[src/design/pcfc_pkg.sv]
// ----------------------------------------------------------------------------
// pcfc_pkg
// Shared types, constants and color helpers for the pixel format converter.
// ----------------------------------------------------------------------------
package pcfc_pkg;

  localparam int PAL_ENTRIES = 256;
  localparam int PAL_AW      = (PAL_ENTRIES > 1) ? $clog2(PAL_ENTRIES) : 1;
  localparam int IDX_W       = 8;
  localparam int PIX_W       = 24;
  localparam int CONV_W      = 4;
  localparam int PROD_W      = 20;

  localparam logic [11:0] GREY_R_K = 12'd871;
  localparam logic [11:0] GREY_G_K = 12'd2929;
  localparam logic [11:0] GREY_B_K = 12'd295;

  localparam logic [15:0] MASK_R565 = 16'hf800;
  localparam logic [15:0] MASK_G565 = 16'h07e0;
  localparam logic [15:0] MASK_B565 = 16'h001f;
  localparam logic [7:0]  MASK_5B   = 8'hf8;
  localparam logic [7:0]  MASK_6B   = 8'hfc;

  localparam logic REG_CONV = 1'b0;

  typedef enum logic [CONV_W-1:0] {
    CONV_IDX_888  = 4'd0,
    CONV_IDX_565  = 4'd1,
    CONV_565_888  = 4'd2,
    CONV_888_565  = 4'd3,
    CONV_888_GREY = 4'd4,
    CONV_565_GREY = 4'd5,
    CONV_IDX_GREY = 4'd6,
    CONV_SWAP24   = 4'd7,
    CONV_SWAP565  = 4'd8
  } conv_t;

  typedef struct packed {
    logic                    valid;
    logic [CONV_W-1:0]       conv;
    logic [PIX_W-1:0]        word;
    logic                    idx_ok;
  } pcfc_item_t;

  function automatic logic [15:0] to565(input logic [PIX_W-1:0] c);
    logic [7:0] r;
    logic [7:0] g;
    logic [7:0] b;
    r = c[23:16];
    g = c[15:8];
    b = c[7:0];
    to565 = {r[7:3] & MASK_5B[7:3], g[7:2] & MASK_6B[7:2], b[7:3]};
  endfunction

  function automatic logic [PIX_W-1:0] to888(input logic [15:0] c);
    logic [15:0] r;
    logic [15:0] g;
    logic [15:0] b;
    r = c & MASK_R565;
    g = c & MASK_G565;
    b = c & MASK_B565;
    to888 = {r[15:11], 3'b000, g[10:5], 2'b00, b[4:0], 3'b000};
  endfunction

  function automatic logic [15:0] swap565(input logic [15:0] c);
    logic [15:0] r;
    logic [15:0] g;
    logic [15:0] b;
    r = c & MASK_R565;
    g = c & MASK_G565;
    b = c & MASK_B565;
    swap565 = {b[4:0], g[10:5], r[15:11]};
  endfunction

endpackage

[src/design/pcfc_cfg_regs.sv]
// ----------------------------------------------------------------------------
// pcfc_cfg_regs
// APB register file: holds the conversion select.
// ----------------------------------------------------------------------------
module pcfc_cfg_regs (
  input  logic                        clk,
  input  logic                        rst_n,
  input  logic                        psel,
  input  logic                        penable,
  input  logic                        pwrite,
  input  logic [2:0]                  paddr,
  input  logic [31:0]                 pwdata,
  output logic [31:0]                 prdata,
  output logic                        pready,
  output logic [pcfc_pkg::CONV_W-1:0] conversion
);
  import pcfc_pkg::*;

  logic [CONV_W-1:0] conv_r;
  logic [CONV_W-1:0] conv_nxt;
  logic              wr_en;

  assign pready = 1'b1;
  assign wr_en  = psel & penable & pwrite & (paddr[2] == REG_CONV);

  always_comb begin
    conv_nxt = conv_r;
    if (wr_en) begin
      conv_nxt = pwdata[CONV_W-1:0];
    end
  end

  always_ff @(posedge clk) begin
    if (!rst_n) begin
      conv_r <= CONV_IDX_888;
    end else begin
      conv_r <= conv_nxt;
    end
  end

  assign prdata     = (paddr[2] == REG_CONV) ? {{(32-CONV_W){1'b0}}, conv_r} : 32'd0;
  assign conversion = conv_r;

endmodule

[config.mk]
export PLATFORM = sky130hd
export DESIGN_NAME = pcfc_cfg_regs
export DESIGN_NICKNAME = d
export VERILOG_FILES = /design/src/design/pcfc_pkg.sv /design/src/design/pcfc_cfg_regs.sv
export SDC_FILE = /design/constraint.sdc
export NUM_CORES = 1
export LEC_CHECK = 0
export BUFFER_PORTS_ARGS = -buffer_cell sky130_fd_sc_hd__buf_2
export CORE_MARGIN = 3
export CORE_UTILIZATION = 26
export CTS_CLUSTER_SIZE = 30
export DETAILED_ROUTE_END_ITERATION = 7
export GPL_ROUTABILITY_DRIVEN = 1
export PLACE_DENSITY = 0.88
export SETUP_SLACK_MARGIN = 0.02
export SYNTH_ARGS = -nofsm -noshare
export SYNTH_HDL_FRONTEND = slang
export SYNTH_SLANG_ARGS = --single-unit
[constraint.sdc]
create_clock -name clk -period 0.8 [get_ports clk]
set_input_delay 0.04 -clock clk [delete_from_list [all_inputs] [get_ports clk]]
set_output_delay 0.04 -clock clk [all_outputs]
set_load 0.05 [all_outputs]
==> results.tsv <==
stage	metric	value	unit
run_status	outcome	complete, but fails checks	
run_status	violations	negative setup slack	
yosys	yosys.area_share.adder	0	
grt	grt_max_degree	9	
drt	avgRoutedWirePerCell	8.58	um
yosys	synth_seq_cells	4	
grt	grt_pass1_vias	197	
layout	largest_register_ffs	4	
yosys	synth_simple_gate_area_frac	0.175	
timing	setup_slack	-0.118	ns
grt	grt_first_pass_wirelength	807	um
yosys	synthDistinctLibCells	9	
placed_design	dpl_worst_slack	-0.0711	ns
drt	drcViolationCount	0	
drt	drtPass1Iterations	1	
placed_design	io_buffer_count	17	
timing	setup_tns	-0.565	ns
yosys	synth.mux.area_fraction	0.0933	
drt	vias	292	
clocking	cts_made_buffers	3	
yosys	synthTopCellsByArea	buf_4 (51%), dfxtp_1 (19%), mux2i_1 (9.3%)	
power_and_ir_drop	leakage	0.294	nW
yosys	synth_top_area_frac	0.507	
layout	layout.nets	115	
clocking	clk_pin_slew_worst_paths	0.04	ns
layout	diodes	0	
worst_hold_path	hold_path_class	input pin to flop	
die	num_rows	14	
clocking	htreeDepth	1	
placed_design	place_area	429	um2
timing	grt_setup_unrepaired	true	
timing	post-route-period-util	1.15	
drt	first_iter_violations	0	
drt	ant_nets	0	
yosys	yosys.area_share.xor_xnor	0	
clocking	clkLatencyLatePin	0.23	ns
timing	final.setup_skew	0	ns
worst_setup_path	start_kind	flop	
timing	fin_hold_ws	0.0503	ns
timing	setup_viol	6	
die	ioPinCount	77	
grt	overflow	0	
grt	grt.total_usage	0.0636	
worst_setup_path	crit_fanout	3	
timing	fmax	1.09	GHz
yosys	synth_compound_area_frac	0	
die	design.core.area	0.00152	mm2
power_and_ir_drop	pwr_density_cell	1540	mW/mm2
worst_setup_path	crit_type	flop to output port	
timing	fin_crit	0.918	ns
die	die_area	0.00217	mm2
clocking	cts.sinks	4	
worst_setup_path	cp.arrival	0.88	ns
yosys	netlist_instances	54	
placed_design	gp_congestion	0.618	
clocking	cts_buffer_depth	2	
die	die_y	46.6	um
yosys	synth_top_family_by_area	buffers and inverters	
power_and_ir_drop	vdd_drop_max	0.492	mV
layout	area_delta_synth_final	26.5	%
worst_setup_path	required	0.76	ns
timing	report.final.slew_viol_count	0	
layout	final_core_util	0.356	
layout	nFillCells	163	
clocking	cts_tree	built	
grt	antenna_found_initial	0	
drt	via_per_inst	3.28	
yosys	ys_warn_count	0	
layout	fin_area	543	um2
placed_design	hpwl	647	um
die	die_x	46.6	um
timing	hold_viol_final	0	
worst_setup_path	endpoint_kind	output port	
die	start_util	0.282	
clocking	clock-root-buffer	clkbuf_4	
yosys	synth_area	429	um2
clocking	holdBufCountCts	0	
run	maxCapViolCount	0	
drt	wl	764	um
layout	drive_gt1_frac	0.438	
yosys	ys_seq_area_frac	0.187	
yosys	yosysTopAreaCell	buf_4	
yosys	avgSynthCellArea	7.95	um2
-- metal layers --
metal / share of wire / track usage / vias up
li1: - / - / 144
met1: 0.28 / 0.0502 / 126
met2: 0.57 / 0.0879 / 22
met3: 0.15 / 0.0469 / 0
met4: 0 / 0.0829 / 0
met5: 0 / 0 / -
-- layout by cell type (no fill, tap or decap) --
cell	synthesis	final
conb_1	2	29
buf_2	0	10
nand2_1	8	7
buf_6	0	5
and2b_4	0	4
mux2i_1	4	4
dfxtp_4	0	4
buf_8	0	4
clkbuf_4	0	3
and4b_1	1	1
nand2_2	0	1
buf_4	29	1
-- final cells by class --
cell class / count / area [um2] / share of cell area
Clock buffer: 3 / 22.5 / 0.0415
Timing Repair Buffer: 20 / 174 / 0.320
Multi-Input combinational cell: 46 / 231 / 0.426
Sequential cell: 4 / 95.1 / 0.175
Tap cell: 16 / 20.0 / 0.0369
-- where the power goes --
| group | total [mW] | internal [mW] | switching, mW |
|---|---|---|---|
| Sequential | 0.199 | 0.195 | 0.00404 |
| Combinational | 0.393 | 0.0479 | 0.345 |
| Clock | 0.242 | 0.167 | 0.0748 |
| Total | 0.834 | 0.410 | 0.424 |
-- Yosys cell counts (all sizes together) --
library cell   n
and2b          4
dfxtp          4
clkbuf         1
nand2          8
conb           2
and4b          1
mux2i          4
buf           30
-- cells by family (layout without fill, tap and decap cells) --
kind of cell	Yosys count	count (layout)
buf+inv	31	23
flops	4	4
mux	4	4
other cells	2	29
simple gates	13	13
-- final timing paths --
| kind | slack [ns] | end | depth (start not counted) | from |
|---|---|---|---|---|
| setup / recovery | -0.12 | prdata[1] | 2 | conversion[1] |
| hold / removal | 0.05 | conversion[0] | 3 | pwdata[0] |
| setup reg to reg | 0.05 | conversion[2] | 4 | conversion[2] |
| hold reg to reg | 0.48 | conversion[0] | 2 | conversion[0] |
-- worst max-delay path: stages, from the launching register on --
cell	delay, ns
dfxtp_4	0.34
and2b_4	0.16
buf_8	0.14
-- metrics by stage --
step,power [mW],cells
detailed placement,0.573,83
finish,0.834,89
floorplan,0.656,81
CTS,0.833,86
global route,0.898,89
global placement,0.571,83
-- what timing repair did --
action	CTS	global route
resized for setup	10	12
setup endpoints to repair	8	8
setup buffers	0	3
(Power assumes the default switching activity.)
