===== src/design/pcfc_pkg.sv =====
// ----------------------------------------------------------------------------
// pcfc_pkg
// Shared types, constants and color helpers for the pixel format converter.
// ----------------------------------------------------------------------------
package pcfc_pkg;

  localparam int PAL_ENTRIES = 256;
  localparam int PAL_AW      = (PAL_ENTRIES > 1) ? $clog2(PAL_ENTRIES) : 1;
  localparam int IDX_W       = 8;
  localparam int PIX_W       = 24;
  localparam int CONV_W      = 4;
  localparam int PROD_W      = 20;

  localparam logic [11:0] GREY_R_K = 12'd871;
  localparam logic [11:0] GREY_G_K = 12'd2929;
  localparam logic [11:0] GREY_B_K = 12'd295;

  localparam logic [15:0] MASK_R565 = 16'hf800;
  localparam logic [15:0] MASK_G565 = 16'h07e0;
  localparam logic [15:0] MASK_B565 = 16'h001f;
  localparam logic [7:0]  MASK_5B   = 8'hf8;
  localparam logic [7:0]  MASK_6B   = 8'hfc;

  localparam logic REG_CONV = 1'b0;

  typedef enum logic [CONV_W-1:0] {
    CONV_IDX_888  = 4'd0,
    CONV_IDX_565  = 4'd1,
    CONV_565_888  = 4'd2,
    CONV_888_565  = 4'd3,
    CONV_888_GREY = 4'd4,
    CONV_565_GREY = 4'd5,
    CONV_IDX_GREY = 4'd6,
    CONV_SWAP24   = 4'd7,
    CONV_SWAP565  = 4'd8
  } conv_t;

  typedef struct packed {
    logic                    valid;
    logic [CONV_W-1:0]       conv;
    logic [PIX_W-1:0]        word;
    logic                    idx_ok;
  } pcfc_item_t;

  function automatic logic [15:0] to565(input logic [PIX_W-1:0] c);
    logic [7:0] r;
    logic [7:0] g;
    logic [7:0] b;
    r = c[23:16];
    g = c[15:8];
    b = c[7:0];
    to565 = {r[7:3] & MASK_5B[7:3], g[7:2] & MASK_6B[7:2], b[7:3]};
  endfunction

  function automatic logic [PIX_W-1:0] to888(input logic [15:0] c);
    logic [15:0] r;
    logic [15:0] g;
    logic [15:0] b;
    r = c & MASK_R565;
    g = c & MASK_G565;
    b = c & MASK_B565;
    to888 = {r[15:11], 3'b000, g[10:5], 2'b00, b[4:0], 3'b000};
  endfunction

  function automatic logic [15:0] swap565(input logic [15:0] c);
    logic [15:0] r;
    logic [15:0] g;
    logic [15:0] b;
    r = c & MASK_R565;
    g = c & MASK_G565;
    b = c & MASK_B565;
    swap565 = {b[4:0], g[10:5], r[15:11]};
  endfunction

endpackage


===== src/design/pcfc_convert.sv =====
// ----------------------------------------------------------------------------
// pcfc_convert
// Two-stage conversion datapath: color select and grey products, then sum
// and output register.
// ----------------------------------------------------------------------------
module pcfc_convert (
  input  logic                       clk,
  input  logic                       rst_n,
  input  pcfc_pkg::pcfc_item_t       item,
  input  logic [pcfc_pkg::PIX_W-1:0] pal_rdata,
  output logic                       res_valid,
  output logic [pcfc_pkg::PIX_W-1:0] res_pixel
);
  import pcfc_pkg::*;

  logic [PIX_W-1:0]  pal;
  logic [PIX_W-1:0]  src;
  logic [PIX_W-1:0]  direct;
  logic              grey;
  logic [15:0]       w16;

  logic              v2_r;
  logic              grey_r;
  logic [PIX_W-1:0]  direct_r;
  logic [PROD_W-1:0] pr_r;
  logic [PROD_W-1:0] pg_r;
  logic [PROD_W-1:0] pb_r;

  logic [PROD_W-1:0] sum;
  logic              v3_r;
  logic [PIX_W-1:0]  pix_r;
  logic [PIX_W-1:0]  pix_nxt;

  assign pal = item.idx_ok ? pal_rdata : '0;
  assign w16 = item.word[15:0];

  always_comb begin
    src    = item.word;
    direct = '0;
    grey   = 1'b0;
    case (conv_t'(item.conv))
      CONV_IDX_888:  direct = pal;
      CONV_IDX_565:  direct = {8'h00, to565(pal)};
      CONV_565_888:  direct = to888(w16);
      CONV_888_565:  direct = {8'h00, to565(item.word)};
      CONV_888_GREY: grey   = 1'b1;
      CONV_565_GREY: begin
        grey = 1'b1;
        src  = to888(w16);
      end
      CONV_IDX_GREY: begin
        grey = 1'b1;
        src  = pal;
      end
      CONV_SWAP24:   direct = {item.word[7:0], item.word[15:8], item.word[23:16]};
      CONV_SWAP565:  direct = {8'h00, swap565(w16)};
      default:       direct = '0;
    endcase
  end

  always_ff @(posedge clk) begin
    if (!rst_n) begin
      v2_r <= 1'b0;
    end else begin
      v2_r <= item.valid;
    end
    grey_r   <= grey;
    direct_r <= direct;
    pr_r     <= PROD_W'(src[23:16]) * PROD_W'(GREY_R_K);
    pg_r     <= PROD_W'(src[15:8]) * PROD_W'(GREY_G_K);
    pb_r     <= PROD_W'(src[7:0]) * PROD_W'(GREY_B_K);
  end

  assign sum     = pr_r + pg_r + pb_r;
  assign pix_nxt = grey_r ? {16'h0000, sum[PROD_W-1:12]} : direct_r;

  always_ff @(posedge clk) begin
    if (!rst_n) begin
      v3_r <= 1'b0;
    end else begin
      v3_r <= v2_r;
    end
    pix_r <= pix_nxt;
  end

  assign res_valid = v3_r;
  assign res_pixel = pix_r;

endmodule

===== config.mk =====
export PLATFORM = sky130hd
export DESIGN_NAME = pcfc_convert
export DESIGN_NICKNAME = d
export VERILOG_FILES = /design/src/design/pcfc_pkg.sv /design/src/design/pcfc_convert.sv
export SDC_FILE = /design/constraint.sdc
export NUM_CORES = 1
export LEC_CHECK = 0
export ABC_CLOCK_PERIOD_IN_PS = 6950
export BUFFER_PORTS_ARGS = -buffer_cell sky130_fd_sc_hd__buf_4
export CAP_MARGIN = 20
export CORE_MARGIN = 8
export CORE_UTILIZATION = 61
export DETAILED_ROUTE_END_ITERATION = 8
export GPL_TIMING_DRIVEN = 0
export PLACE_DENSITY = 0.82
export SLEW_MARGIN = 20
export SYNTH_ARGS = -nofsm -noshare
export SYNTH_HDL_FRONTEND = slang
export SYNTH_SLANG_ARGS = --single-unit

===== constraint.sdc =====
create_clock -name clk -period 6.95 [get_ports clk]
set_input_delay 1.39 -clock clk [delete_from_list [all_inputs] [get_ports clk]]
set_output_delay 1.39 -clock clk [all_outputs]
set_load 0.02 [all_outputs]

==> run_results.csv, run 1 <==
group,metric,value,unit
worst_setup_path,worstPathRequired,7.22,ns
clock_network,tritoncts,"yes",
layout,final_layout_size_suffix_gt1_share,11.7,%
logic_synthesis,synthCells,892,
floorplanning,initial_utilization,61.5,%
logic_synthesis,synthesis_warnings,0,
global_route,top_usage_layer,"met2",
power,power.density,437,mW/mm²
clock_network,clock_tree.buffer_depth,2,
logic_synthesis,async_reset_ff_share,0,%
logic_synthesis,ys_seq_area_share,24.2,%
timing,final_min_period_over_clock_period,94.6,%
clock_network,numCtsBuffers,9,
layout,final_util,69.5,%
global_route,grt_util_all_layers,24.7,%
timing,slew_violations,0,
logic_synthesis,post_synth_instance_area,0.00876,mm²
worst_setup_path,critPathMaxFanout,10,
worst_setup_path,timing.critical_path.from,"item[28]",
min_path,hold_start,"direct_r[12]",
clock_network,cts_hold_repair.buffers,0,
timing,worst_rel_slew_slack,28.7,%
power,leakage,4.91,nW
clock_network,ctsHtreeMaxLevel,3,
power,power.switching,0.00195,W
timing,timing_worst_slew_pin_value,1.06,ns
global_route,grt_first_pass_wirelength,35.9,mm
place,io_buffer_count,79,
detailed_routing,post_drt_wl_per_cell,19.0,µm
detailed_routing,drt_pre_antenna_iters,5,
floorplanning,die_footprint,0.0185,mm²
timing,rsz0062_at_grt,"false",
worst_setup_path,critPathLaunchType,"input port",
clock_network,cts.clk_slew.worst_paths,0.07,ns
detailed_routing,drt-total-wl,22.3,mm
timing,period_needed,6.57,ns
worst_setup_path,crit_arrival,6.84,ns
layout,mostFrequentLayoutCell,"sky130_fd_sc_hd__ha_1",
logic_synthesis,number_of_enable_type_register_cells_in_the_synthesized_netlist,0,
worst_setup_path,worstSetupEndpointType,"register",
detailed_routing,vias,6968,
layout,fill_cells,1084,
detailed_routing,drt_drc_violations_left,0,
clock_network,clock_sink_count,106,
clock_network,cts.root.buffer_cell,"sky130_fd_sc_hd__clkbuf_16",
place,place.gp.congestion,0.937,
layout,synthesis_to_finish_area_growth,13.0,%
floorplanning,floorplan.die.width,136,µm
detailed_routing,drt_iter0_drc,613,
logic_synthesis,synthesis.area_per_instance,9.82,µm²
place,dpl.cell_count,1155,
timing,report.final.hold_viol_count,0,
min_path,hold_path.class,"reg2reg",
floorplanning,fp.dieH,136,µm
power,netSwitchingFraction,45.1,%
power,irDropWorstVdd,0.333,mV
global_route,grt_antenna_before_repair,0,
timing,finalSetupViolations,0,
job,maxCapViolCount,0,
timing,fmax,0.152,GHz
global_route,use_met1,31.3,%
power,power_share_of_the_clock_group,11.8,%
floorplanning,num_io_pins,81,
worst_setup_path,worstSetupPathType,"in2reg",
status,status,"completed",
clock_network,worst_skew_pair.late_latency,0.35,ns
timing,fin_worst_skew,0.00597,ns
logic_synthesis,postSynth.topFlopCell,"sky130_fd_sc_hd__dfxtp_1",
layout,layout.nets,1268,
global_route,grt-ovfl-total,0,
layout,final_cell_count_no_fill,1170,
detailed_routing,ant_nets,0,
power,combinationalPowerShare,67.2,%
layout,n_antenna_cell,0,
worst_setup_path,critical_path.reg2reg.startpoint,"pg_r[3]",
logic_synthesis,number_of_distinct_library_cell_variants_in_the_gate_level_netlist_after_synthesis,49,
global_route,grtUsageMet2,40.5,%
global_route,grtUsageMet3,5.62,%
place,dp.final_hpwl,18.3,mm
floorplanning,floorplan.rows,44,
global_route,grt_max_degree,18,
logic_synthesis,ys_ff_latch,106,
power,internal_power,0.00238,W
detailed_routing,vias_per_cell,5.96,
global_route,grt_pass1_vias,7064,
layout,most-common-layout-cells,"sky130_fd_sc_hd__ha_1 (156), sky130_fd_sc_hd__inv_1 (133), sky130_fd_sc_hd__dfxtp_1 (106)",
floorplanning,fp.coreArea,0.0143,mm²
power,power.sequential.fraction,21.0,%
logic_synthesis,number_of_nets_in_the_synthesized_netlist,1178,
cell usage after synthesis (7+ instances only):
master | instances | share of area, %
sky130_fd_sc_hd__inv_1 | 133 | 5.7
sky130_fd_sc_hd__fa_1 | 74 | 17
sky130_fd_sc_hd__a22oi_1 | 13 | 1.1
sky130_fd_sc_hd__nand2_1 | 57 | 2.4
sky130_fd_sc_hd__o21ai_0 | 18 | 1.0
sky130_fd_sc_hd__a21o_1 | 12 | 1.0
sky130_fd_sc_hd__nand2b_1 | 9 | 0.64
sky130_fd_sc_hd__ha_1 | 156 | 22
sky130_fd_sc_hd__nor3_1 | 14 | 0.80
sky130_fd_sc_hd__xor2_1 | 9 | 0.90
sky130_fd_sc_hd__dfxtp_1 | 106 | 24
sky130_fd_sc_hd__nor2_1 | 21 | 0.90
sky130_fd_sc_hd__a32oi_1 | 50 | 5.0
sky130_fd_sc_hd__nand3_1 | 28 | 1.6
sky130_fd_sc_hd__clkbuf_1 | 24 | 1.0
sky130_fd_sc_hd__a21oi_1 | 30 | 1.7
sky130_fd_sc_hd__nor2b_1 | 21 | 1.5
sky130_fd_sc_hd__xnor2_1 | 34 | 3.4
sky130_fd_sc_hd__o21a_1 | 7 | 0.60
logic make-up after synthesis:
kind of cell	synth area share, %
AOI/OAI and AO/OA	15.1
DFF	24.2
xor gates and xnor gates	4.30
muxes	0.771
and+or+nand+nor	9.68
buffers and inverters	6.72
adders and majority gates	39.2
final timing paths:
path,depth (start not counted),endpoint,slack (ns)
max,20,pr_r[16],0.38
min,1,res_pixel[12],0.43
max reg2reg,9,res_pixel[6],4.06
min reg2reg,1,res_pixel[12],0.43
power groups by stage:
stage               clock network, W  registers, W  logic (W)
floorplan                          0      0.000911    0.00218
detailed placement                 0      0.000923    0.00285
CTS                         0.000518      0.000911    0.00290
finish                      0.000511      0.000907    0.00291
global route                0.000538      0.000925    0.00330
global placement                   0      0.000920    0.00278
through the flow:
step | total power (W) | worst slack, ns | hold WS, ns | instance area, µm² | TNS [ns]
global route | 0.00476 | 0.0513 | 0.454 | 9910 | 0
global placement | 0.00370 | -0.110 | 0.415 | 9590 | -0.110
floorplan | 0.00309 | 0.895 | 0.412 | 8760 | 0
finish | 0.00433 | 0.376 | 0.435 | 9910 | 0
CTS | 0.00433 | 0.178 | 0.438 | 9890 | 0
detailed placement | 0.00378 | -0.142 | 0.422 | 9590 | -0.171
final cells by class:
cell class	instances	area (µm²)	share of cell area (%)
Clock inverter	5	65.1	0.657
Inverter	133	499	5.04
Timing Repair Buffer	79	593	5.99
Tap cell	184	230	2.32
Multi-Input combinational cell	629	6070	61.3
Buffer	24	92.6	0.935
Clock buffer	10	229	2.31
Sequential cell	106	2120	21.4
registers in the layout, indices dropped and copies added (netlist names):
name	flops
grey_r	1
pg_r	20
direct_r	24
pb_r	17
res_pixel	24
res_valid	1
v2_r	1
pr_r	18
worst max-delay path: stages:
cell                       delay [ns]
sky130_fd_sc_hd__buf_4           0.13
sky130_fd_sc_hd__nand2b_1        0.21
sky130_fd_sc_hd__nor2_1          0.46
sky130_fd_sc_hd__clkbuf_1        0.45
sky130_fd_sc_hd__a32oi_1         0.32
sky130_fd_sc_hd__inv_1           0.26
sky130_fd_sc_hd__ha_1            0.33
sky130_fd_sc_hd__ha_1            0.31
sky130_fd_sc_hd__inv_1           0.05
sky130_fd_sc_hd__fa_1            0.54
sky130_fd_sc_hd__inv_1           0.06
sky130_fd_sc_hd__fa_1            0.46
sky130_fd_sc_hd__ha_1            0.29
sky130_fd_sc_hd__clkbuf_1        0.27
sky130_fd_sc_hd__and4_1          0.29
sky130_fd_sc_hd__a22o_1          0.17
sky130_fd_sc_hd__a211oi_1        0.08
sky130_fd_sc_hd__o41ai_2         0.43
sky130_fd_sc_hd__a21oi_1         0.14
sky130_fd_sc_hd__xnor2_1         0.19
repair_timing:
action                                  CTS  global route
gates resized for setup                   0             6
endpoints found under the setup margin    0             2
buffers inserted                          0             0
layer usage:
| layer | part of all wire, % | vias to the layer above |
|---|---|---|
| met2 | 47 | 317 |
| met5 | 0 | - |
| met1 | 42 | 3302 |
| li1 | - | 3298 |
| met4 | 2.9 | 0 |
| met3 | 8.4 | 51 |
Power figures use the tool's default switching activity.
==> run 2, diff against run 1 <==
REMOVE_ABC_BUFFERS = 1   (was default)
==> run 2 against run 1 <==
  * Non-clock buffer count decreased by 14
  * Routed wire length decreased by 6.8%
  * Fmax increased by 0.89%
  * Via count decreased by 1.9%
  * Clock power decreased by 2%
  * Core utilization about the same
  * Cell count decreased by 1.1%
  * Critical path type unchanged
  * Power decreased by 0.83%
  * Register-to-register slack improved by 0.03 ns
  * Global-route usage decreased by 2.0 points
==> run_results.csv, run 2 (same netlist as run 1, synthesis figures left out) <==
group,metric,value,unit
timing,finalSetupViolations,0,
worst_setup_path,crit_arrival,6.79,ns
floorplanning,initial_utilization,61.5,%
clock_network,cts_hold_repair.buffers,0,
clock_network,clock_tree.buffer_depth,2,
min_path,hold_path.class,"reg2reg",
job,maxCapViolCount,0,
detailed_routing,vias_per_cell,5.91,
timing,fmax,0.153,GHz
clock_network,cts.clk_slew.worst_paths,0.07,ns
layout,layout.nets,1254,
worst_setup_path,critPathMaxFanout,24,
place,place.gp.congestion,0.883,
global_route,grt_pass1_vias,6692,
place,placement.setup.worst_slack,0.0298,ns
clock_network,clock_sink_count,106,
layout,final_cell_count_no_fill,1157,
clock_network,worst_skew_pair.late_latency,0.35,ns
clock_network,postCtsResizedCells,0,
worst_setup_path,worst_path_largest_cell_delay,0.60,ns
worst_setup_path,critPathLaunchType,"input port",
floorplanning,num_io_pins,81,
timing,worst_setup_margin,0.434,ns
worst_setup_path,worstPathRequired,7.23,ns
global_route,grt_antenna_before_repair,0,
layout,mostFrequentLayoutCell,"sky130_fd_sc_hd__ha_1",
timing,fin_worst_hold_slack,0.436,ns
detailed_routing,drt_pre_antenna_iters,7,
worst_setup_path,worstSetupPathType,"in2reg",
detailed_routing,drt_iter0_drc,722,
worst_setup_path,worstPathCellList,"buf_4 -> nand2b_1 -> a21o_2 -> a32oi_1 -> inv_1 -> ha_1 -> inv_1 -> fa_1 -> fa_1 -> inv_1 -> ha_1 -> ha_1 -> a21oi_1 -> o21bai_1 -> a22o_1 -> a211oi_1 -> o41ai_1 -> a21oi_1 -> xnor2_1",
floorplanning,die_footprint,0.0185,mm²
timing,timing_worst_slew_pin_value,0.756,ns
power,leakage,4.93,nW
worst_setup_path,critPathSlowestCell,"sky130_fd_sc_hd__a32oi_1",
power,power.density,433,mW/mm²
clock_network,cts.root.buffer_cell,"sky130_fd_sc_hd__clkbuf_16",
timing,slew_violations,0,
floorplanning,fp.coreArea,0.0143,mm²
layout,most-common-layout-cells,"sky130_fd_sc_hd__ha_1 (156), sky130_fd_sc_hd__inv_1 (133), sky130_fd_sc_hd__dfxtp_1 (105)",
floorplanning,floorplan.rows,44,
clock_network,tritoncts,"yes",
detailed_routing,post_drt_wl_per_cell,17.9,µm
layout,synthesis_to_finish_area_growth,13.1,%
place,dpl.cell_count,1141,
timing,final_min_period_over_clock_period,93.8,%
clock_network,ctsHtreeMaxLevel,3,
worst_setup_path,r2r_slack,4.09,ns
worst_setup_path,worstSetupEndpointType,"register",
global_route,grt_util_all_layers,22.8,%
layout,fill_cells,1073,
status,status,"completed",
global_route,grt_max_degree,63,
timing,rsz0062_at_grt,"false",
detailed_routing,vias,6835,
timing,report.final.hold_viol_count,0,
global_route,grt_first_pass_wirelength,33.4,mm
place,dp.final_hpwl,16.6,mm
timing,worst_rel_slew_slack,49.5,%
layout,n_antenna_cell,0,
layout,final_layout_size_suffix_gt1_share,13.4,%
timing,fin_worst_skew,0.00948,ns
power,report.power.total,0.00429,W
detailed_routing,drt-total-wl,20.8,mm
clock_network,postCtsSetupRepairBufs,0,
place,io_buffer_count,80,
global_route,grt-ovfl-total,0,
floorplanning,floorplan.die.width,136,µm
floorplanning,fp.dieH,136,µm
power,irDropWorstVdd,0.267,mV
timing,period_needed,6.52,ns
detailed_routing,drt_drc_violations_left,0,
clock_network,numCtsBuffers,9,
detailed_routing,ant_nets,0,
## run 2: cell count changes in the layout (fill, tap and decap cells not counted), sizes merged
cell      before  now
buf           79   89
bufinv         1    0
clkbuf        34   11
clkinvlp       2    1
inv          134  136
## run 2: worst paths after layout
check / cells past startpoint / to / start
min: 1 / res_valid / v2_r
max: 19 / pr_r[16] / item[28]
min reg2reg: 1 / res_valid / v2_r
max reg2reg: 9 / res_pixel[6] / pr_r[3]
## run 2: final cells by class
type / instances / area, µm² / area share, %
Tap cell: 184 / 230 / 2.32
Timing Repair Buffer: 89 / 676 / 6.82
Multi-Input combinational cell: 629 / 6090 / 61.5
Clock inverter: 5 / 45.0 / 0.455
Inverter: 133 / 499 / 5.04
Clock buffer: 11 / 243 / 2.45
Sequential cell: 106 / 2120 / 21.4
## run 2: critical path, delay by kind of cell
family          cells  cell delay, ns
compound gates      8            2.33
fa+ha+maj           5            2.06
buf+inv             4            0.57
xor+xnor            1            0.15
simple gates        1            0.27
## run 2: through the flow
stage               TNS [ns]  instance area, µm²  utilization, %
finish                     0                9910            69.5
detailed placement         0                9610            67.4
global placement       -3.01                9500            66.7
global route               0                9910            69.5
floorplan                  0                8670               -
CTS                        0                9900            69.4
## run 2: power breakdown
| group | total, W | internal, W | switching, W |
|---|---|---|---|
| clock network | 0.000500 | 0.000259 | 0.000241 |
| logic | 0.00289 | 0.00130 | 0.00159 |
| registers | 0.000906 | 0.000805 | 0.000101 |
## run 2: per-layer routing
layer	track usage [%]	vias to the layer above	part of all wire, %
met5	0	-	0
met4	7.93	0	2.5
met3	4.40	37	8.5
met2	37.9	301	47
met1	28.9	3226	42
li1	-	3271	-
==> run 3, diff against run 2 <==
CORE_UTILIZATION = 55   (was 61)
PLACE_DENSITY = 0.75   (was 0.82)
==> run 3 against run 2 <==
  * Clock power grew 9.6%
  * Via count is 0.29% higher
  * Cell count grew 2.9%
  * Worst hold slack gained 0.00088 ns
  * Die area increased by 9.6%
  * Critical path depth increased by 2
  * Global-route usage fell by 1.1 points
  * Fmax decreased by 2.1%
  * Routed wire length grew 2.8%
  * First-iteration DRC count down 25%
  * Core utilization down 6.0 points
  * Count of clock-buffer cells in the layout did not move
  * Critical path type unchanged
  * Highest routed layer unchanged
==> run_results.csv, run 3 (same netlist as run 1, synthesis figures left out) <==
group,metric,value,unit
clock_network,clock_tree.buffer_depth,2,
clock_network,postCtsSetupRepairBufs,0,
power,leakage,4.95,nW
detailed_routing,drt_drc_violations_left,0,
clock_network,cts_hold_repair.buffers,0,
clock_network,ctsHtreeMaxLevel,3,
timing,timing_worst_slew_pin_value,1.05,ns
floorplanning,fp.dieH,142,µm
clock_network,cts.clk_slew.worst_paths,0.07,ns
layout,regArea,0.00212,mm²
worst_setup_path,worstSetupEndpointType,"register",
layout,n_antenna_cell,0,
timing,worst_rel_slew_slack,29.9,%
clock_network,numCtsBuffers,9,
floorplanning,fp.coreArea,0.0157,mm²
global_route,grt-ovfl-total,0,
global_route,grt_antenna_before_repair,0,
place,detailed_place.area,0.00966,mm²
timing,slew_violations,0,
detailed_routing,drt_pre_antenna_iters,5,
min_path,hold_path.class,"reg2reg",
layout,final_util,63.5,%
layout,mostFrequentLayoutCell,"sky130_fd_sc_hd__ha_1",
worst_setup_path,critPathLaunchType,"input port",
floorplanning,initial_utilization,55.8,%
detailed_routing,post_drt_wl_per_cell,17.9,µm
clock_network,tritoncts,"yes",
timing,fmax,0.150,GHz
floorplanning,die_footprint,0.0202,mm²
timing,rsz0062_at_grt,"false",
global_route,grt_util_all_layers,21.7,%
layout,most-common-layout-cells,"sky130_fd_sc_hd__ha_1 (156), sky130_fd_sc_hd__inv_1 (133), sky130_fd_sc_hd__dfxtp_1 (106)",
worst_setup_path,worstPathRequired,7.19,ns
timing,fin_worst_skew,0.00779,ns
clock_network,clock_sink_count,106,
floorplanning,num_io_pins,81,
clock_network,postCtsResizedCells,0,
worst_setup_path,worstSetupPathType,"in2reg",
worst_setup_path,critPathMaxFanout,14,
timing,report.final.hold_viol_count,0,
job,maxCapViolCount,0,
layout,synthesis_to_finish_area_growth,13.9,%
timing,final_min_period_over_clock_period,95.8,%
detailed_routing,drt_iter0_drc,544,
global_route,grt_pass1_vias,6811,
place,dp.final_hpwl,17.1,mm
timing,period_needed,6.66,ns
floorplanning,floorplan.rows,46,
worst_setup_path,crit_arrival,6.90,ns
power,irDropWorstVdd,0.230,mV
status,status,"completed",
layout,fill_cells,1265,
place,io_buffer_count,80,
floorplanning,floorplan.die.width,142,µm
timing,finalSetupViolations,0,
global_route,grt_max_degree,63,
layout,final_layout_size_suffix_gt1_share,13.3,%
detailed_routing,drt-total-wl,21.3,mm
clock_network,cts.root.buffer_cell,"sky130_fd_sc_hd__clkbuf_16",
detailed_routing,vias,6855,
layout,layout.nets,1255,
layout,multi_input_area,0.00609,mm²
detailed_routing,vias_per_cell,5.76,
place,place.gp.congestion,0.865,
power,power.density,436,mW/mm²
clock_network,worst_skew_pair.late_latency,0.36,ns
layout,final_standard_cell_area_without_fillers,0.00998,mm²
global_route,grt_first_pass_wirelength,34.3,mm
detailed_routing,ant_nets,0,
## run 3: final cells by class
cell class / count / share of cell area, %
Multi-Input combinational cell: 629 / 61.0
Sequential cell: 106 / 21.3
Timing Repair Buffer: 90 / 6.88
Inverter: 133 / 5.00
Tap cell: 216 / 2.71
Clock buffer: 11 / 2.53
Clock inverter: 5 / 0.664
## run 3: worst max-delay path, stage by stage
cell	delay, ns
sky130_fd_sc_hd__buf_4	0.14
sky130_fd_sc_hd__nand2b_1	0.25
sky130_fd_sc_hd__nor2_2	0.50
sky130_fd_sc_hd__buf_8	0.23
sky130_fd_sc_hd__a32oi_1	0.11
sky130_fd_sc_hd__nand2_1	0.32
sky130_fd_sc_hd__ha_1	0.31
sky130_fd_sc_hd__inv_1	0.08
sky130_fd_sc_hd__fa_1	0.53
sky130_fd_sc_hd__inv_1	0.06
sky130_fd_sc_hd__fa_1	0.54
sky130_fd_sc_hd__inv_1	0.07
sky130_fd_sc_hd__fa_1	0.55
sky130_fd_sc_hd__inv_1	0.05
sky130_fd_sc_hd__ha_1	0.33
sky130_fd_sc_hd__nand2_1	0.06
sky130_fd_sc_hd__o21ai_0	0.36
sky130_fd_sc_hd__a211oi_1	0.17
sky130_fd_sc_hd__o41ai_1	0.53
sky130_fd_sc_hd__a21oi_1	0.15
sky130_fd_sc_hd__xnor2_1	0.15
## run 3: power by group
group	total, W	leakage, nW	switching (W)	internal [W]
Combinational	0.00290	3.91	0.00160	0.00129
Clock	0.000548	0.155	0.000243	0.000304
Sequential	0.000907	0.882	0.000102	0.000805
## run 3: metal layers
metal	part of all wire (%)	routed length [µm]	global-route usage (%)
met5	0	0	0
met4	3.5	742	9.21
met2	45	9510	33.3
met3	8.1	1720	5.60
met1	44	9370	28.3
## run 3: worst paths after layout
| path | startpoint | end | slack, ns | cells past startpoint |
|---|---|---|---|---|
| min reg2reg | direct_r[15] | res_pixel[15] | 0.44 | 1 |
| min | direct_r[15] | res_pixel[15] | 0.44 | 1 |
| max | item[28] | pr_r[16] | 0.29 | 21 |
| max reg2reg | pr_r[7] | res_pixel[6] | 4.08 | 9 |
## run 3: through the flow
| stage | setup WS, ns | TNS [ns] | total power, W | hold WS [ns] | instances |
|---|---|---|---|---|---|
| floorplan | 0.587 | 0 | 0.00308 | 0.412 | 868 |
| CTS | 0.126 | 0 | 0.00436 | 0.441 | 1190 |
| global route | 0.0429 | 0 | 0.00478 | 0.448 | 1190 |
| detailed placement | -0.205 | -0.224 | 0.00376 | 0.424 | 1174 |
| global placement | -0.569 | -2.54 | 0.00370 | 0.416 | 1164 |
| finish | 0.295 | 0 | 0.00435 | 0.437 | 1190 |
